$ cat config.mk
export PLATFORM = sky130hd
export DESIGN_NAME = linear_resampler_to_48k_stereo_top
export DESIGN_NICKNAME = d
export VERILOG_FILES = /design/src/hdl/lrs_pkg.sv /design/src/hdl/lrs_interp.sv /design/src/hdl/lrs_dp.sv /design/src/hdl/lrs_ctrl.sv /design/src/hdl/linear_resampler_to_48k_stereo_top.sv
export VERILOG_INCLUDE_DIRS = /design/src /design/src/hdl
export SDC_FILE = /design/constraint.sdc
export NUM_CORES = 2
export LEC_CHECK = 0
export BUFFER_PORTS_ARGS = -buffer_cell sky130_fd_sc_hd__buf_2
export CORE_AREA = 3 3 528 530
export DETAILED_ROUTE_END_ITERATION = 16
export DIE_AREA = 0 0 531 533
export PLACE_DENSITY_LB_ADDON = 0.08
export SETUP_SLACK_MARGIN = 0.15
export SYNTH_ARGS = -nofsm -noshare
export SYNTH_HDL_FRONTEND = slang
export SYNTH_SLANG_ARGS = --single-unit
$ cat constraint.sdc
create_clock -name clk_i -period 19.3 [get_ports clk_i]
set_clock_uncertainty 0.1 [all_clocks]
set_input_delay 3.86 -clock clk_i [delete_from_list [all_inputs] [get_ports clk_i]]
set_output_delay 3.86 -clock clk_i [all_outputs]
set_load 0.05 [all_outputs]
$ cat src/hdl/linear_resampler_to_48k_stereo_top_macros.svh
// ---------------------------------------------------------------------------
// Assertion macros for the 48 kHz stereo resampler
// Shared concurrent assertion forms, clocked and reset-qualified.
// ---------------------------------------------------------------------------
`ifndef LINEAR_RESAMPLER_TO_48K_STEREO_TOP_MACROS_SVH
`define LINEAR_RESAMPLER_TO_48K_STEREO_TOP_MACROS_SVH

// Same-cycle implication
`define LRS_ASSERT_NOW(label, clk, rstn, ante, cons, msg) \
  label: assert property (@(posedge clk) disable iff (!rstn) (ante) |-> (cons)) \
    else $error(msg);

// Next-cycle implication
`define LRS_ASSERT_NEXT(label, clk, rstn, ante, cons, msg) \
  label: assert property (@(posedge clk) disable iff (!rstn) (ante) |=> (cons)) \
    else $error(msg);

`endif

$ cat src/hdl/lrs_pkg.sv
// ---------------------------------------------------------------------------
// lrs_pkg
// Constants, types and command/status structs of the 48 kHz resampler.
// ---------------------------------------------------------------------------
package lrs_pkg;

  localparam int unsigned SAMPLE_W = 16;
  localparam int unsigned RATE_W   = 17;
  // Phase runs up to just below 48000 + 96000 before it is reduced
  localparam int unsigned PHASE_W  = 18;

  localparam logic [RATE_W-1:0] OUT_RATE     = 17'd48000;
  localparam logic [RATE_W-1:0] RATE_MIN     = 17'd7350;
  localparam logic [RATE_W-1:0] RATE_MAX     = 17'd96000;
  localparam logic [RATE_W-1:0] RATE_RESET   = 17'd48000;
  localparam logic [RATE_W:0]   TWO_OUT_RATE = 18'd96000;

  // 48000 = 375 * 2^7: shift by 7, then divide by 375 through a reciprocal
  localparam int unsigned DIV_SHIFT  = 7;
  localparam logic [8:0]  DIV_ODD    = 9'd375;
  localparam int unsigned RECIP_SH   = 33;
  localparam logic [24:0] RECIP_MUL  = 25'd22906492;  // floor(2^33 / 375)

  // Register indexes of the configuration port
  localparam logic CFG_SOURCE_RATE = 1'b0;
  localparam logic CFG_MONO_SOURCE = 1'b1;

  typedef logic signed [SAMPLE_W-1:0] sample_t;

  typedef enum logic [1:0] {
    PH_HOLD,
    PH_ADD,
    PH_SUB,
    PH_CLR
  } phase_op_e;

  // Controller to datapath
  typedef struct packed {
    logic      load_cur;    // capture the accepted frame
    logic      issue;       // push one output into the interpolator
    logic      sel_interp;  // 1: between held and current frame, 0: current frame
    logic      last;        // last flag of the issued output
    phase_op_e phase_op;
    logic      prev_load;   // current frame becomes the held frame
  } dp_cmd_t;

  // Datapath to controller
  typedef struct packed {
    logic pass;          // source rate equals output rate
    logic ph_lt_out;     // phase < 48000
    logic ph_r_gt_2out;  // phase + R > 96000
    logic ph_2r_gt_2out; // phase + 2R > 96000
    logic ph_r_le_out;   // phase + R <= 48000
    logic ph_2r_gt_out;  // phase + 2R > 48000
  } dp_stat_t;

  // One output request into the interpolation pipeline
  typedef struct packed {
    logic                valid;
    sample_t             a_left;
    sample_t             b_left;
    sample_t             a_right;
    sample_t             b_right;
    logic [SAMPLE_W-1:0] phase;
    logic                last;
  } lrs_issue_t;

endpackage

$ cat src/hdl/lrs_interp.sv
// ---------------------------------------------------------------------------
// lrs_interp
// Six-stage pipeline computing trunc((48000*a + (b-a)*p) / 48000) for both
// channels; the last stage is the output register of the result stream.
// ---------------------------------------------------------------------------
module lrs_interp (
  input  logic                clk_i,
  input  logic                rst_ni,
  input  lrs_pkg::lrs_issue_t iss_i,
  input  logic                out_ready_i,
  output logic                adv_o,
  output logic                out_valid_o,
  output lrs_pkg::sample_t    out_left_o,
  output lrs_pkg::sample_t    out_right_o,
  output logic                out_last_o
);

  // Valid and last flags of each stage
  logic [5:0] v_q;
  logic [5:0] last_q;

  // Per-channel stage payload (index 0 left, 1 right)
  lrs_pkg::sample_t    a1_q [2];
  logic signed [16:0]  d1_q [2];
  logic [15:0]         p1_q;

  lrs_pkg::sample_t    a2_q [2];
  logic signed [32:0]  q2_q [2];

  lrs_pkg::sample_t    a3_q [2];
  logic [24:0]         x3_q [2];
  logic                neg3_q [2];
  logic                nz3_q [2];

  lrs_pkg::sample_t    a4_q [2];
  logic [24:0]         x4_q [2];
  logic [16:0]         est4_q [2];
  logic                neg4_q [2];
  logic                nz4_q [2];

  lrs_pkg::sample_t    a5_q [2];
  logic [16:0]         fl5_q [2];
  logic                neg5_q [2];
  logic                nz5_q [2];

  lrs_pkg::sample_t    res6_q [2];

  // Combinational per-stage results
  lrs_pkg::sample_t    a_in [2];
  lrs_pkg::sample_t    b_in [2];
  logic signed [16:0]  d_in [2];
  logic signed [33:0]  prod2 [2];
  logic [32:0]         mag3 [2];
  logic [49:0]         prod4 [2];
  logic [25:0]         e375 [2];
  logic [25:0]         rem5w [2];
  logic [9:0]          rem5 [2];
  logic                ge5 [2];
  logic [9:0]          remc5 [2];
  logic [17:0]         flx6 [2];
  logic signed [17:0]  fq6 [2];
  logic signed [17:0]  s6 [2];
  logic signed [17:0]  r6 [2];

  assign adv_o = !v_q[5] || out_ready_i;

  always_comb begin
    a_in[0] = lrs_pkg::sample_t'(iss_i.a_left);
    b_in[0] = lrs_pkg::sample_t'(iss_i.b_left);
    a_in[1] = lrs_pkg::sample_t'(iss_i.a_right);
    b_in[1] = lrs_pkg::sample_t'(iss_i.b_right);
    for (int c = 0; c < 2; c++) begin
      // Stage 1 input: difference of the two frames
      d_in[c]  = $signed({b_in[c][15], b_in[c]}) - $signed({a_in[c][15], a_in[c]});
      // Stage 2 input: scaled difference
      prod2[c] = d1_q[c] * $signed({1'b0, p1_q});
      // Stage 3 input: magnitude
      mag3[c]  = q2_q[c][32] ? 33'(-q2_q[c]) : 33'(q2_q[c]);
      // Stage 4 input: reciprocal estimate of x / 375
      prod4[c] = x3_q[c] * lrs_pkg::RECIP_MUL;
      // Stage 5 input: correct the estimate by one compare and subtract
      e375[c]  = est4_q[c] * lrs_pkg::DIV_ODD;
      rem5w[c] = {1'b0, x4_q[c]} - e375[c];
      rem5[c]  = rem5w[c][9:0];
      ge5[c]   = rem5[c] >= 10'(lrs_pkg::DIV_ODD);
      remc5[c] = ge5[c] ? rem5[c] - 10'(lrs_pkg::DIV_ODD) : rem5[c];
      // Stage 6 input: floor division, then round toward zero
      flx6[c]  = {1'b0, fl5_q[c]} + 18'(nz5_q[c]);
      fq6[c]   = neg5_q[c] ? -$signed(flx6[c]) : $signed({1'b0, fl5_q[c]});
      s6[c]    = $signed({{2{a5_q[c][15]}}, a5_q[c]}) + fq6[c];
      r6[c]    = s6[c] + $signed({17'd0, s6[c][17] & nz5_q[c]});
    end
  end

  // Control of the pipeline: all stages advance together
  always_ff @(posedge clk_i or negedge rst_ni) begin
    if (!rst_ni) begin
      v_q <= '0;
    end else if (adv_o) begin
      v_q <= {v_q[4:0], iss_i.valid};
    end
  end

  // Payload of the pipeline
  always_ff @(posedge clk_i) begin
    if (adv_o) begin
      last_q <= {last_q[4:0], iss_i.last};
      p1_q   <= iss_i.phase;
      for (int c = 0; c < 2; c++) begin
        a1_q[c]   <= a_in[c];
        d1_q[c]   <= d_in[c];
        a2_q[c]   <= a1_q[c];
        q2_q[c]   <= prod2[c][32:0];
        a3_q[c]   <= a2_q[c];
        x3_q[c]   <= mag3[c][31:lrs_pkg::DIV_SHIFT];
        neg3_q[c] <= q2_q[c][32];
        nz3_q[c]  <= |q2_q[c][lrs_pkg::DIV_SHIFT-1:0];
        a4_q[c]   <= a3_q[c];
        x4_q[c]   <= x3_q[c];
        est4_q[c] <= prod4[c][49:lrs_pkg::RECIP_SH];
        neg4_q[c] <= neg3_q[c];
        nz4_q[c]  <= nz3_q[c];
        a5_q[c]   <= a4_q[c];
        fl5_q[c]  <= est4_q[c] + 17'(ge5[c]);
        neg5_q[c] <= neg4_q[c];
        nz5_q[c]  <= nz4_q[c] | (remc5[c] != 10'd0);
        res6_q[c] <= r6[c][15:0];
      end
    end
  end

  assign out_valid_o = v_q[5];
  assign out_last_o  = last_q[5];
  assign out_left_o  = res6_q[0];
  assign out_right_o = res6_q[1];

endmodule

$ cat src/hdl/lrs_dp.sv
// ---------------------------------------------------------------------------
// lrs_dp
// Datapath: configuration registers, held and current frames, phase
// accumulator with its compares, and the interpolation pipeline.
// ---------------------------------------------------------------------------
module lrs_dp (
  input  logic                clk_i,
  input  logic                rst_ni,
  input  logic                cfg_we_i,
  input  logic                cfg_index_i,
  input  logic [16:0]         cfg_wdata_i,
  input  lrs_pkg::sample_t    first_i,
  input  lrs_pkg::sample_t    second_i,
  input  lrs_pkg::dp_cmd_t    cmd_i,
  output lrs_pkg::dp_stat_t   stat_o,
  input  logic                out_ready_i,
  output logic                adv_o,
  output logic                out_valid_o,
  output lrs_pkg::sample_t    out_left_o,
  output lrs_pkg::sample_t    out_right_o,
  output logic                out_last_o
);

  logic [lrs_pkg::RATE_W-1:0]  rate_q;
  logic                        mono_q;
  logic [lrs_pkg::PHASE_W-1:0] phase_q;
  logic [lrs_pkg::PHASE_W-1:0] phase_d;
  lrs_pkg::sample_t            cur_l_q;
  lrs_pkg::sample_t            cur_r_q;
  lrs_pkg::sample_t            prev_l_q;
  lrs_pkg::sample_t            prev_r_q;

  logic [lrs_pkg::RATE_W-1:0]  rate_c;
  logic [18:0]                 ph_r;
  logic [19:0]                 ph_2r;
  lrs_pkg::lrs_issue_t         iss;

  // Configuration registers
  always_ff @(posedge clk_i or negedge rst_ni) begin
    if (!rst_ni) begin
      rate_q <= lrs_pkg::RATE_RESET;
      mono_q <= 1'b0;
    end else if (cfg_we_i) begin
      case (cfg_index_i)
        lrs_pkg::CFG_SOURCE_RATE: rate_q <= cfg_wdata_i;
        lrs_pkg::CFG_MONO_SOURCE: mono_q <= cfg_wdata_i[0];
        default: ;
      endcase
    end
  end

  // Clamp the rate into the supported range
  always_comb begin
    if (rate_q < lrs_pkg::RATE_MIN) begin
      rate_c = lrs_pkg::RATE_MIN;
    end else if (rate_q > lrs_pkg::RATE_MAX) begin
      rate_c = lrs_pkg::RATE_MAX;
    end else begin
      rate_c = rate_q;
    end
  end

  // Lookahead sums of the phase accumulator
  assign ph_r  = {1'b0, phase_q} + {2'b0, rate_c};
  assign ph_2r = {2'b0, phase_q} + {2'b0, rate_c, 1'b0};

  always_comb begin
    stat_o.pass          = rate_q == lrs_pkg::OUT_RATE;
    stat_o.ph_lt_out     = phase_q < 18'(lrs_pkg::OUT_RATE);
    stat_o.ph_r_gt_2out  = ph_r > 19'(lrs_pkg::TWO_OUT_RATE);
    stat_o.ph_2r_gt_2out = ph_2r > 20'(lrs_pkg::TWO_OUT_RATE);
    stat_o.ph_r_le_out   = ph_r <= 19'(lrs_pkg::OUT_RATE);
    stat_o.ph_2r_gt_out  = ph_2r > 20'(lrs_pkg::OUT_RATE);
  end

  // Phase accumulator
  always_comb begin
    case (cmd_i.phase_op)
      lrs_pkg::PH_HOLD: phase_d = phase_q;
      lrs_pkg::PH_ADD:  phase_d = ph_r[lrs_pkg::PHASE_W-1:0];
      lrs_pkg::PH_SUB:  phase_d = phase_q - 18'(lrs_pkg::OUT_RATE);
      lrs_pkg::PH_CLR:  phase_d = '0;
      default:          phase_d = phase_q;
    endcase
  end

  always_ff @(posedge clk_i or negedge rst_ni) begin
    if (!rst_ni) begin
      phase_q <= '0;
    end else begin
      phase_q <= phase_d;
    end
  end

  // Frame registers; mono copies the first channel
  always_ff @(posedge clk_i) begin
    if (cmd_i.load_cur) begin
      cur_l_q <= first_i;
      cur_r_q <= mono_q ? first_i : second_i;
    end
    if (cmd_i.prev_load) begin
      prev_l_q <= cur_l_q;
      prev_r_q <= cur_r_q;
    end
  end

  // Form the interpolation request
  always_comb begin
    iss.valid   = cmd_i.issue;
    iss.a_left  = cmd_i.sel_interp ? prev_l_q : cur_l_q;
    iss.a_right = cmd_i.sel_interp ? prev_r_q : cur_r_q;
    iss.b_left  = cur_l_q;
    iss.b_right = cur_r_q;
    iss.phase   = cmd_i.sel_interp ? phase_q[15:0] : 16'd0;
    iss.last    = cmd_i.last;
  end

  lrs_interp u_interp (
    .clk_i       (clk_i),
    .rst_ni      (rst_ni),
    .iss_i       (iss),
    .out_ready_i (out_ready_i),
    .adv_o       (adv_o),
    .out_valid_o (out_valid_o),
    .out_left_o  (out_left_o),
    .out_right_o (out_right_o),
    .out_last_o  (out_last_o)
  );

endmodule

$ cat src/hdl/lrs_ctrl.sv
// ---------------------------------------------------------------------------
// lrs_ctrl
// Controller: accepts one frame, walks the output positions between the
// held and the current frame, then repeats the last frame at block end.
// ---------------------------------------------------------------------------
`include "linear_resampler_to_48k_stereo_top_macros.svh"

module lrs_ctrl (
  input  logic              clk_i,
  input  logic              rst_ni,
  input  logic              in_valid_i,
  output logic              in_ready_o,
  input  logic              in_end_i,
  input  logic              adv_i,
  input  lrs_pkg::dp_stat_t stat_i,
  output lrs_pkg::dp_cmd_t  cmd_o
);

  typedef enum logic [1:0] {
    ST_IDLE,
    ST_INTERP,
    ST_REPEAT
  } state_e;

  state_e state_q, state_d;
  logic   end_q, end_d;
  logic   hold_q, hold_d;  // a frame is held
  logic   accept;

  assign in_ready_o = state_q == ST_IDLE;
  assign accept     = in_valid_i && in_ready_o;

  always_comb begin
    state_d = state_q;
    end_d   = end_q;
    hold_d  = hold_q;
    cmd_o   = '{load_cur: 1'b0, issue: 1'b0, sel_interp: 1'b0, last: 1'b0,
                phase_op: lrs_pkg::PH_HOLD, prev_load: 1'b0};
    case (state_q)
      ST_IDLE: begin
        if (accept) begin
          cmd_o.load_cur = 1'b1;
          end_d          = in_end_i;
          state_d        = ST_INTERP;
        end
      end
      ST_INTERP: begin
        if (stat_i.pass) begin
          // Pass the frame straight through
          if (adv_i) begin
            cmd_o.issue     = 1'b1;
            cmd_o.last      = end_q;
            cmd_o.phase_op  = lrs_pkg::PH_CLR;
            cmd_o.prev_load = 1'b1;
            hold_d          = !end_q;
            state_d         = ST_IDLE;
          end
        end else if (hold_q && stat_i.ph_lt_out) begin
          if (end_q && stat_i.ph_r_gt_2out) begin
            // Block ends before the next position
            cmd_o.phase_op = lrs_pkg::PH_CLR;
            hold_d         = 1'b0;
            state_d        = ST_IDLE;
          end else if (adv_i) begin
            cmd_o.issue      = 1'b1;
            cmd_o.sel_interp = 1'b1;
            cmd_o.last       = end_q && stat_i.ph_2r_gt_2out;
            cmd_o.phase_op   = lrs_pkg::PH_ADD;
          end
        end else begin
          // Move on to the next source frame
          if (hold_q) begin
            cmd_o.phase_op = lrs_pkg::PH_SUB;
          end
          cmd_o.prev_load = 1'b1;
          hold_d          = 1'b1;
          state_d         = end_q ? ST_REPEAT : ST_IDLE;
        end
      end
      ST_REPEAT: begin
        if (stat_i.ph_r_le_out) begin
          if (adv_i) begin
            cmd_o.issue    = 1'b1;
            cmd_o.last     = stat_i.ph_2r_gt_out;
            cmd_o.phase_op = lrs_pkg::PH_ADD;
          end
        end else begin
          // Drop the block state
          cmd_o.phase_op = lrs_pkg::PH_CLR;
          hold_d         = 1'b0;
          state_d        = ST_IDLE;
        end
      end
      default: state_d = ST_IDLE;
    endcase
  end

  always_ff @(posedge clk_i or negedge rst_ni) begin
    if (!rst_ni) begin
      state_q <= ST_IDLE;
      end_q   <= 1'b0;
      hold_q  <= 1'b0;
    end else begin
      state_q <= state_d;
      end_q   <= end_d;
      hold_q  <= hold_d;
    end
  end

  `LRS_ASSERT_NOW(a_issue_not_idle, clk_i, rst_ni, state_q == ST_IDLE, !cmd_o.issue, "issue while idle")
  `LRS_ASSERT_NOW(a_issue_on_adv, clk_i, rst_ni, cmd_o.issue, adv_i, "issue into stalled pipeline")
  `LRS_ASSERT_NEXT(a_accept_runs, clk_i, rst_ni, accept, state_q == ST_INTERP, "accept did not start")

endmodule

$ cat src/hdl/linear_resampler_to_48k_stereo_top.sv
// ---------------------------------------------------------------------------
// linear_resampler_to_48k_stereo_top
// Linear-interpolation resampler from a configurable source rate to 48 kHz
// stereo, with an exact phase accumulator.
//
//   Channel   Dir  Handshake        Payload
//   s_axis    in   tvalid/tready    tdata: first, second channel; tlast: end
//   m_axis    out  tvalid/tready    tdata: left, right; tlast: last of block
//   cfg       in   cfg_we_i         cfg_index_i, cfg_wdata_i
//
// Each source frame is accepted while idle, then its interpolated outputs
// are issued; a block end that reaches the repeat step then issues the
// repeated outputs. At equal rates each frame passes as one output.
// No new frame is accepted until then. Outputs leave a registered pipeline.
// A stalled m_axis freezes the whole pipeline and the issue loop.
// Reset drops the held frame, clears the phase and mono; rate resets to 48000.
// ---------------------------------------------------------------------------
module linear_resampler_to_48k_stereo_top (
  input  logic        clk_i,
  input  logic        rst_ni,
  input  logic        s_axis_tvalid,
  output logic        s_axis_tready,
  input  logic [31:0] s_axis_tdata,   // [15:0] first_channel, [31:16] second_channel
  input  logic        s_axis_tlast,
  output logic        m_axis_tvalid,
  input  logic        m_axis_tready,
  output logic [31:0] m_axis_tdata,   // [15:0] left_out, [31:16] right_out
  output logic        m_axis_tlast,
  input  logic        cfg_we_i,
  input  logic        cfg_index_i,
  input  logic [16:0] cfg_wdata_i
);

  lrs_pkg::dp_cmd_t  cmd;
  lrs_pkg::dp_stat_t stat;
  logic              adv;
  lrs_pkg::sample_t  left;
  lrs_pkg::sample_t  right;

  lrs_ctrl u_ctrl (
    .clk_i      (clk_i),
    .rst_ni     (rst_ni),
    .in_valid_i (s_axis_tvalid),
    .in_ready_o (s_axis_tready),
    .in_end_i   (s_axis_tlast),
    .adv_i      (adv),
    .stat_i     (stat),
    .cmd_o      (cmd)
  );

  lrs_dp u_dp (
    .clk_i       (clk_i),
    .rst_ni      (rst_ni),
    .cfg_we_i    (cfg_we_i),
    .cfg_index_i (cfg_index_i),
    .cfg_wdata_i (cfg_wdata_i),
    .first_i     (s_axis_tdata[15:0]),
    .second_i    (s_axis_tdata[31:16]),
    .cmd_i       (cmd),
    .stat_o      (stat),
    .out_ready_i (m_axis_tready),
    .adv_o       (adv),
    .out_valid_o (m_axis_tvalid),
    .out_left_o  (left),
    .out_right_o (right),
    .out_last_o  (m_axis_tlast)
  );

  assign m_axis_tdata = {right, left};

endmodule
* Word level (Yosys, flattened, before mapping) *
Memory sizes are Yosys's and may differ from the RTL's.
Index checks and enable logic that the tools add are counted.

storage, ports and cells
  bits in registers = 132
  memory bits (writable) = 472
  output and inout bits = 35
  memories = 18

memories
  memory                words  bits a word  read ports  clocked after memory_dff  write ports  RTL line          source
  u_dp.u_interp.q2_q    2      33           2           0                         2            lrs_interp.sv:28  logic signed [32:0] q2_q [2];
  u_dp.u_interp.x3_q    2      25           2           0                         2            lrs_interp.sv:31  logic [24:0] x3_q [2];
  u_dp.u_interp.x4_q    2      25           2           0                         2            lrs_interp.sv:36  logic [24:0] x4_q [2];
  u_dp.u_interp.d1_q    2      17           2           0                         2            lrs_interp.sv:24  logic signed [16:0] d1_q [2];
  u_dp.u_interp.est4_q  2      17           2           0                         2            lrs_interp.sv:37  logic [16:0] est4_q [2];
  u_dp.u_interp.fl5_q   2      17           2           0                         2            lrs_interp.sv:42  logic [16:0] fl5_q [2];
  12 more memories      -      -            -           -                         -            -

cells by class
  add/sub/neg operators = 21
  $mul = 6
  order comparisons = 9
  equal/unequal tests = 10
  muxes and demuxes = 49
  bitwise operators = 5
  reduce and logical (&&, ||, !) cells = 19

operators with widths
  kind                      count
  $mul A25 B23 Y48 const B  2
  $mul A17 B17 Y33          2
  $mux W32                  2
  $neg A32 Y32              2
  $pmux W18 S3              1
  $mux W16                  3
  $add A16 B18 Y18          2
  $add A17 B1 Y18           2
  $mux W18                  2
  $neg A18 Y18              2
  $add A17 B1 Y17           2
  $mul A17 B9 Y10 const B   2
  $mux W17                  2
  $sub A16 B16 Y17          2
  $add A16 B2 Y16           2
  $mux W2                   11
  $ge A10 B9 Y1 const B     2
  $gt A20 B16 Y1 const B    1
  $gt A20 B17 Y1 const B    1
  $mux W10                  2
  $reduce_bool A10 Y1       2
  $sub A10 B10 Y10          2
  $sub A10 B9 Y10 const B   2
  $add A18 B17 Y19          1
  31 further kinds          65

* Longest topological paths before layout *
  depth after elaboration = 13
  mapped depth = 39

* Cells and area by module *
Synthesis repeated with hierarchy kept, for this count alone.

unflattened totals
  cells, all modules = 6896
  area, all modules = 72879.9 sq um

by module, submodules not included
  module      instances  cells an instance  area an instance (sq um)  seq. area each (sq um)
  lrs_interp  1          6258               65880.7                   14083.5
  lrs_dp      1          587                6563.8                    2831.5
  lrs_ctrl    1          51                 435.4                     100.1

* Worst setup path after synthesis *
OpenSTA, ideal clock, no wires.

  kind = input to register
  from = input m_axis_tready
  to = register u_dp.prev_l_q[0], enable pin
  setup time = 0.421 ns
  arrival time = 20.035 ns
  required time = 18.779 ns
  slack = -1.256 ns
  stages = 5
  buffers on the path = 2
  cells stage by stage = nand2b_1 clkbuf_1 clkbuf_1 o21ai_0 nor2_1

RTL lines
  item                  RTL line                                  source
  start, declared       linear_resampler_to_48k_stereo_top.sv:26  input logic m_axis_tready,
  end signal, assigned  lrs_dp.sv:102                             prev_l_q <= cur_l_q;
  end, declared         lrs_dp.sv:30                              lrs_pkg::sample_t prev_l_q;

==> results.sh <==
export IMPL_status="complete, no violations"
export IMPL_via_count=44360
export IMPL_cts_inserted_buffers=74
export IMPL_start_util_pct=26.01
export IMPL_critPathKind="flip-flop to flip-flop"
export IMPL_cts_root_buf="clkbuf_16"
export IMPL_max_cap_viol_count=0
export IMPL_cp_required_ps=19650
export IMPL_clkSinkCount=574
export IMPL_viasPerCell=4.260
export IMPL_clockBufferDepth=3
export IMPL_finalCritPeriodShare_pct=47.05
export IMPL_grt_pass1_vias=49100
export IMPL_die_area_um2=283000
export IMPL_syn_area_um2=71240
export IMPL_mostFrequentLayoutCell="inv_1"
export IMPL_die_w_um=531
export IMPL_synth_nets=8677
export IMPL_clock_latency_ps=720
export IMPL_tns_ps=0
export IMPL_ctsHoldBuffers=0
export IMPL_hp_class="flip-flop to flip-flop"
export IMPL_dr_first_iter_drc_count=1697
export IMPL_crit_fanout=32
export IMPL_fmax_mhz=110.1
export IMPL_port_buffers=90
export IMPL_dp_hpwl_mm=144.7
export IMPL_io_pins=91
export IMPL_ys_flop_type="edfxtp_1"
export IMPL_drt_total_wl_mm=182.5
export IMPL_grt_pass1_wl_mm=292.0
export IMPL_ys_seq_area_share_pct=23.88
export IMPL_ctsResizeCount=0
export IMPL_grt_ovfl_total=0
export IMPL_cts_tree="yes"
export IMPL_dr_pass1_iters=5
export IMPL_grt_max_degree=160
export IMPL_layout_common_cells="1585 x inv_1, 1112 x fa_1, 866 x ha_1"
export IMPL_antenna_found_initial=9
export IMPL_coreArea_um2=273900
export IMPL_rsz0062_at_grt="no"
export IMPL_drcViolationCount=0
export IMPL_max_slew_margin_pct=28.30
export IMPL_synth_cells=6643
export IMPL_avgSynthCellArea_um2=10.72
export IMPL_setup_viol=0
export IMPL_path_clk_slew_ps=60
export IMPL_fp_row_count=192
export IMPL_finalWeightedCongestion=0.7658
export IMPL_start_kind="flip-flop"
export IMPL_crit_path_frequent_cell="a21oi_1"
export IMPL_async_reset_ff_share_pct=8.014
export IMPL_hold_violations=0
export IMPL_wl_per_cell_um=17.52
export IMPL_die_y_um=533
export IMPL_post_cts_setup_buffers=0
export IMPL_synth_edf_count=528
export IMPL_h_tree_depth=3
export IMPL_cp_arrival_ps=9440
export IMPL_synth_seq_cells=574
export IMPL_ant_nets=0
export IMPL_ys_types=84
export IMPL_areaGrowthSynthToFinish_pct=10.66
export IMPL_worstSetupEndpointType="flip-flop"
export IMPL_slew_viol_final=0
export IMPL_critical_path_max_stage_delay_ps=730
export IMPL_cp_slowest_cell="nor2_1"
export IMPL_final_layout_size_suffix_gt1_share_pct=5.483
export IMPL_period_needed_ps=9081
export IMPL_grt_util_all_layers_pct=13.27
export IMPL_yosys_warnings=0
export IMPL_nNetsFinal=8800
export IMPL_tightestPinTransition_ps=1075
[per-stage QoR]
stage | util, % | instances | worst slack, ps | instance area, um^2 | hold slack, ps
after floorplan | - | 6643 | 6425 | 71240 | 300.3
after global placement | 27.89 | 10280 | 9797 | 76380 | 301.8
after detailed placement | 27.89 | 10280 | 9882 | 76380 | 304.5
after CTS | 28.78 | 10410 | 10070 | 78830 | 282.2
after global routing | 28.79 | 10410 | 9298 | 78830 | 295.1
final | 28.79 | 10410 | 10220 | 78840 | 280.3
[worst max-delay path: cells and delay by family (launching register included)]
kind | cells | cell delay, ps
and+or+nand+nor | 11 | 2410
DFF | 1 | 500
buffers and inverters | 1 | 340
AOI/OAI and AO/OA | 18 | 4320
muxes | 1 | 240
adders and majority gates | 3 | 900
[logic make-up after synthesis]
| logic type | share of synthesized area (%) |
|---|---|
| flops | 23.88 |
| fa+ha+maj | 46.51 |
| simple gates | 8.520 |
| xor+xnor | 4.406 |
| compound gates | 6.588 |
| mux | 1.038 |
| buf+inv | 9.052 |
[Yosys cell counts, drive strengths merged (22+ instances only)]
master	count	share of area [%]
nand2	447	2.4
fa	1112	31
nand3	73	0.51
xor2	76	0.93
o21bai	38	0.40
dfrtp	39	1.4
nor2	165	0.87
a21oi	180	1.3
nor3	35	0.26
o31ai	27	0.30
o21a	30	0.32
nor2b	41	0.36
edfxtp	528	22
a21o	80	0.84
o21ai	211	1.5
inv	1585	8.4
ha	866	15
mux2i	30	0.42
and2	292	2.6
and3	24	0.21
nand2b	35	0.31
a21boi	22	0.23
mux2	39	0.62
nand4	25	0.22
xnor2	277	3.4
clkbuf	119	0.63
[state kept, by name, indices dropped and copies added (netlist names), 16 cells and up]
| signal | cells |
|---|---|
| u_dp.u_interp.x3_q | 50 |
| u_dp.u_interp.est4_q | 34 |
| u_dp.u_interp.fl5_q | 34 |
| u_dp.u_interp.a2_q | 32 |
| u_dp.u_interp.res6_q | 32 |
| u_dp.phase_q | 18 |
| u_dp.u_interp.q2_q | 66 |
| u_dp.u_interp.d1_q | 34 |
| u_dp.u_interp.p1_q | 16 |
| u_dp.cur_l_q | 16 |
| u_dp.prev_l_q | 16 |
| u_dp.rate_q | 17 |
| u_dp.u_interp.a4_q | 32 |
| u_dp.prev_r_q | 16 |
| u_dp.u_interp.a3_q | 32 |
| u_dp.u_interp.x4_q | 20 |
| u_dp.cur_r_q | 16 |
| u_dp.u_interp.a5_q | 32 |
| u_dp.u_interp.a1_q | 32 |
[metal layers]
| layer | up-vias | wire length [um] | share of wire (%) | GRT usage, % |
|---|---|---|---|---|
| met5 | - | 0 | 0 | 0 |
| met4 | 0 | 2379 | 1.3 | 2.258 |
| met3 | 122 | 4005 | 2.2 | 1.277 |
| met2 | 410 | 83050 | 46 | 21.18 |
| met1 | 22500 | 93040 | 51 | 19.63 |
| li1 | 21330 | - | - | - |
[path summary, 6_finish.rpt]
check,start,end,slack [ps],cells past startpoint
min in group asynchronous,rst_ni,u_dp.rate_q[10],3170,2
max,u_dp.rate_q[16],u_dp.u_interp.d1_q[0][30],10220,34
min reg2reg,u_dp.u_interp.a3_q[0][14],u_dp.u_interp.a4_q[0][14],280,0
max in group asynchronous,rst_ni,u_dp.phase_q[13],15450,2
min,u_dp.u_interp.a3_q[0][14],u_dp.u_interp.a4_q[0][14],280,0
max reg2reg,u_dp.rate_q[16],u_dp.u_interp.d1_q[0][30],10220,34
[area by class of cell]
class	count	area (um^2)
Tap cell	3589	4491
Clock buffer	87	1901
Fill cell	28640	195000
Multi-Input combinational cell	4354	47800
Antenna cell	3	7.507
Inverter	1586	5953
Clock inverter	44	544.3
Sequential cell	574	17020
Timing Repair Buffer	176	1121
Power is left out: the tool's default activity adds up to more than one toggle a clock period on the data nets, which glitch-free logic cannot reach.
